$ cat src/rtl/crl2q_ram.sv
// Generic simple dual-port RAM: one write port, one read port, registered read.
// No dependencies.
module crl2q_ram #(
  parameter int WIDTH = 8,
  parameter int DEPTH = 16,
  localparam int AW = $clog2(DEPTH)
) (
  input  logic             clk,
  input  logic             we,
  input  logic [AW-1:0]    waddr,
  input  logic [WIDTH-1:0] wdata,
  input  logic [AW-1:0]    raddr,
  output logic [WIDTH-1:0] rdata
);

  logic [WIDTH-1:0] mem [DEPTH];

  always_ff @(posedge clk) begin
    if (we) begin
      mem[waddr] <= wdata;
    end
    rdata <= mem[raddr];
  end

endmodule

$ cat config.mk
export PLATFORM = sky130hd
export DESIGN_NAME = crl2q_ram
export DESIGN_NICKNAME = d
export VERILOG_FILES = /design/src/rtl/crl2q_ram.sv
export SDC_FILE = /design/constraint.sdc
export NUM_CORES = 1
export LEC_CHECK = 0
export BUFFER_PORTS_ARGS = -buffer_cell sky130_fd_sc_hd__buf_2
export CAP_MARGIN = 25
export CORE_AREA = 5 5 92 129
export DETAILED_ROUTE_END_ITERATION = 12
export DIE_AREA = 0 0 97 134
export PLACE_DENSITY_LB_ADDON = 0.05
export SETUP_SLACK_MARGIN = 0.05
export SYNTH_ARGS = -nofsm -noshare
export SYNTH_HDL_FRONTEND = slang
export SYNTH_SLANG_ARGS = --single-unit
$ cat constraint.sdc
create_clock -name clk -period 2 [get_ports clk]
set_input_delay 0.4 -clock clk [delete_from_list [all_inputs] [get_ports clk]]
set_output_delay 0.4 -clock clk [all_outputs]
set_load 0.03 [all_outputs]
== Word-level counts from Yosys, hierarchy flattened ==
Memories as Yosys holds them, arrays and structs flattened. A register that Yosys moved wholly into a read port is not among the register bits.
Index checks and enable logic that the tools add are counted.

* Register bits after elaboration: 0
* RAM bits: 128
* Output and inout port bits: 8
* Logic and storage cells: 3
* Memories: 1

* Multiplexer cells: 2

{| class="wikitable"
|+ Memories
! name !! depth !! width !! read ports !! clocked after Yosys merged registers in !! write ports !! line !! source
|-
| mem || 16 || 8 || 1 || 1 || 1 || 16 || <nowiki>logic [WIDTH-1:0] mem [DEPTH];</nowiki>
|}

{| class="wikitable"
|+ Operators by type and width
! cell !! number
|-
| 1-bit 2-to-1 mux || 2
|}

== Depth between registers and ports, before layout ==
* Word-level depth: 2
* Depth in mapped cells: 5
* Gate-level depth less buffers: 3

== Worst setup path before layout ==
Ideal clock, no wire load.

* Kind: input to register
* Start: input port waddr[2]
* End: memory mem[0][0] (enable)
* Library setup time: 0.383 ns
* Data arrival time: 1.510 ns
* Setup slack: 0.107 ns
* Stages: 2
* Buffers on the path: 0
* Cell sequence: or3b_2 > nor3_1

{| class="wikitable"
|+ RTL lines
! what !! line !! source
|-
| start: declaration || 10 || <nowiki>input logic [AW-1:0] waddr,</nowiki>
|-
| end: declaration || 16 ||
|}

No word-level cell before the write port.

==> summary.txt <==
Power
  – Clock share of power: 49.3%
  – Leak: approximately 2.1 nW
  – Switching pwr: 0.00133 W
  – Sw frac: about a fifth
  – Internal power: 0.00565 W
  – Gate power share: 4.8%
  – Share of power burned in registers: 45.9%
  – Worst vdd ir: ~0.61 mV
  – Pwr Density: ~1100 nW/um2

CTS
  – CTS tree: yes
  – Post-CTS Resized: 0
  – Reg clk slew, reported paths: around 0.06 ns
  – CTS max path bufs: 2
  – Skew-Pair Late Insertion Delay: approximately 0.40 ns
  – Clock sink count: approximately 140
  – CTS Buf Count: 17
  – Hold buffers post-CTS: 0
  – H-tree Lvls: 4
  – CTS root buffer: clkbuf_16
  – Post CTS Setup Buffer Count: 0

STA
  – Post-route setup TNS: 0 ns
  – Skew final: about 0.0044 ns
  – Final worst path period need: roughly 1.4 ns
  – Final Hold Fails: 0
  – Fin. max-slew vios: 0
  – Final setup fails: 0
  – RSZ-0062 raised after global routing: no
  – Worst slew pin tran: between 0.4 and 0.5 ns
  – Final period utilization: a little over two thirds
  – Max Clk Rate: 0.707 GHz
  – Rel. slew slack: 72.5%

Final layout
  – Most frequent cells in the layout: edfxtp_1, buf_2, buf_4
  – Most common cell after layout, fill and taps aside: edfxtp_1
  – Area growth, synth to finish: 20.9%
  – Area of the multi-input gates: approximately 1100 um2
  – Layout cells sized above 1: about a third
  – Register area: roughly 4000 um2
  – Number of diodes: 0
  – Final Instance Count excl. Fillers: ~440
  – Fillers: just under 800
  – Post-layout net count: 305

Detailed routing
  – Vias: roughly 2,500
  – DR WL/cell: between 20 and 25 um
  – Initial DRC Count: between 150 and 200
  – Final ANT Viol Nets: 0
  – Vias per inst: between 5 and 6
  – Drt drc: 0
  – Drt first pass iters: 4
  – Total Wirelength: approximately 10,000 um

Placed design
  – DP Cell Count: 409
  – # port buffers: 25
  – Final GP Congestion: roughly 0.77
  – Estimated wirelength of the detail-placed design: 6520 um

Worst setup path
  – Startpoint types: input pin
  – Worst-path fanout max: 9
  – Worst r2r path cells: 3
  – Crit Path Category: in -> reg
  – Worst Path Required: around 2.3 ns
  – Worst Setup End Kind: register
  – Reg2reg setup slack: between 0.6 and 0.7 ns
  – Worst r2r dst: rdata[5]
  – Worst Setup EP: rdata[0]
  – Start point of the critical path: raddr[0]
  – Reg2reg start: mem[1][5]
  – CP arrival: 1.70 ns

GRT
  – Pin count of the biggest net entering global routing: 33
  – Global-route wire length before repair: 15,700 um
  – Initial antenna violation count: 0
  – Grt ovf: 0
  – Number of global-route vias before repair: between 2,000 and 3,000
  – All-Layer GR Usage: approximately 17%

Synth
  – Syn_nets: roughly 250
  – Total of warnings raised by yosys: 0
  – Synth Register Bits: between 100 and 150
  – Avg Cell Area, Syn: roughly 22 um2
  – Synth unique cells: 19
  – Register area share after synthesis: 77.8%
  – Cell area after synthesis: 5150 um2
  – Synth Instances: ~230

Floorplan
  – Core area: around 11,000 um2
  – Total die area: roughly 13,000 um2
  – Row count: 45
  – Number of I/O pins: 26
  – Die Width: between 90 and 100 um
  – Die Ht: approximately 130 um
  – Initial Util: between 40% and 50%

Run status
  – Status: finished, final reports clean

Worst hold path
  – Hold path depth: 1
  – Hold WC Path Type: in -> reg

Flow run
  – Number of max-cap violations: 0
[kinds of logic (layout without fill, tap and decap cells)]
family                 Yosys count  after routing  synth area share [%]
buffers and inverters           10             81                  1.68
multiplexers                    32             32                  15.0
flip-flops                     136            136                  77.8
AO/OA/AOI/OAI                   16             16                  2.33
AND/OR/NAND/NOR                 35             35                  3.18
[cells in the mapped netlist]
| master | instances | area share (%) |
|---|---|---|
| clkdlybuf4s25_2 | 3 | 0.58 |
| mux4_1 | 14 | 7.1 |
| a22oi_1 | 16 | 2.3 |
| dfxtp_1 | 8 | 3.1 |
| buf_2 | 3 | 0.29 |
| nor2_1 | 13 | 0.95 |
| nand3b_1 | 2 | 0.29 |
| and2b_1 | 1 | 0.15 |
| nand2_1 | 9 | 0.66 |
| edfxtp_1 | 128 | 75 |
| nand2b_1 | 2 | 0.24 |
| nor2b_1 | 1 | 0.12 |
| buf_6 | 3 | 0.66 |
| or3b_2 | 1 | 0.17 |
| buf_4 | 1 | 0.15 |
| mux4_2 | 18 | 7.9 |
| nand3_1 | 1 | 0.097 |
| and2_1 | 1 | 0.12 |
| nor3_1 | 4 | 0.39 |
[worst min-delay path by stage]
stage	to	slack [ns]	start
after floorplan	mem[0][0]	0.50	wdata[0]
after global placement	rdata[3]	0.65	mem[8][3]
after detailed placement	rdata[3]	0.66	mem[13][3]
after CTS	mem[0][1]	0.37	wdata[1]
after global routing	mem[4][1]	0.38	wdata[1]
final	mem[4][1]	0.39	wdata[1]
[worst max-delay path: stages]
cell and delay (ns):
buf_2 0.13, buf_4 0.23, mux4_1 0.57, a22oi_1 0.28, nand2_1 0.08
[registers in the layout (all words and copies together) (netlist names)]
signal and count:
mem 128, rdata 8
[metrics by stage]
stage / power (W) / worst slack (ns) / util [%] / cell area [um2] / hold WS (ns)
after global routing: 0.00721 / 0.453 / 58.5 / 6220 / 0.381
after detailed placement: 0.00361 / 0.156 / 52.3 / 5570 / 0.664
final: 0.00698 / 0.585 / 58.5 / 6220 / 0.386
after global placement: 0.00360 / 0.125 / 52.3 / 5570 / 0.653
after floorplan: 0.00346 / 0.107 / - / 5150 / 0.499
after CTS: 0.00704 / 0.586 / 58.5 / 6220 / 0.369
[power groups by stage]
stage	Combinational, W	Sequential [W]	Clock, W
after floorplan	0.000162	0.00330	0
after global placement	0.000338	0.00326	0
after detailed placement	0.000342	0.00326	0
after CTS	0.000343	0.00321	0.00349
after global routing	0.000365	0.00321	0.00363
final	0.000335	0.00320	0.00344
[final cells by class]
class	instances	area share [%]
Clock buffer	18	6.89
Clock inverter	14	3.66
Multi-Input combinational cell	83	17.0
Sequential cell	136	64.3
Tap cell	141	2.83
Timing Repair Buffer	49	5.31
[metal layers]
metal,global-route usage [%],up-vias,routed length (um)
met3,4.79,6,364
met5,0,-,0
li1,-,1088,-
met2,27.4,58,5160
met1,21.6,1304,4430
met4,6.32,0,91
Power figures use the tool's default switching activity.
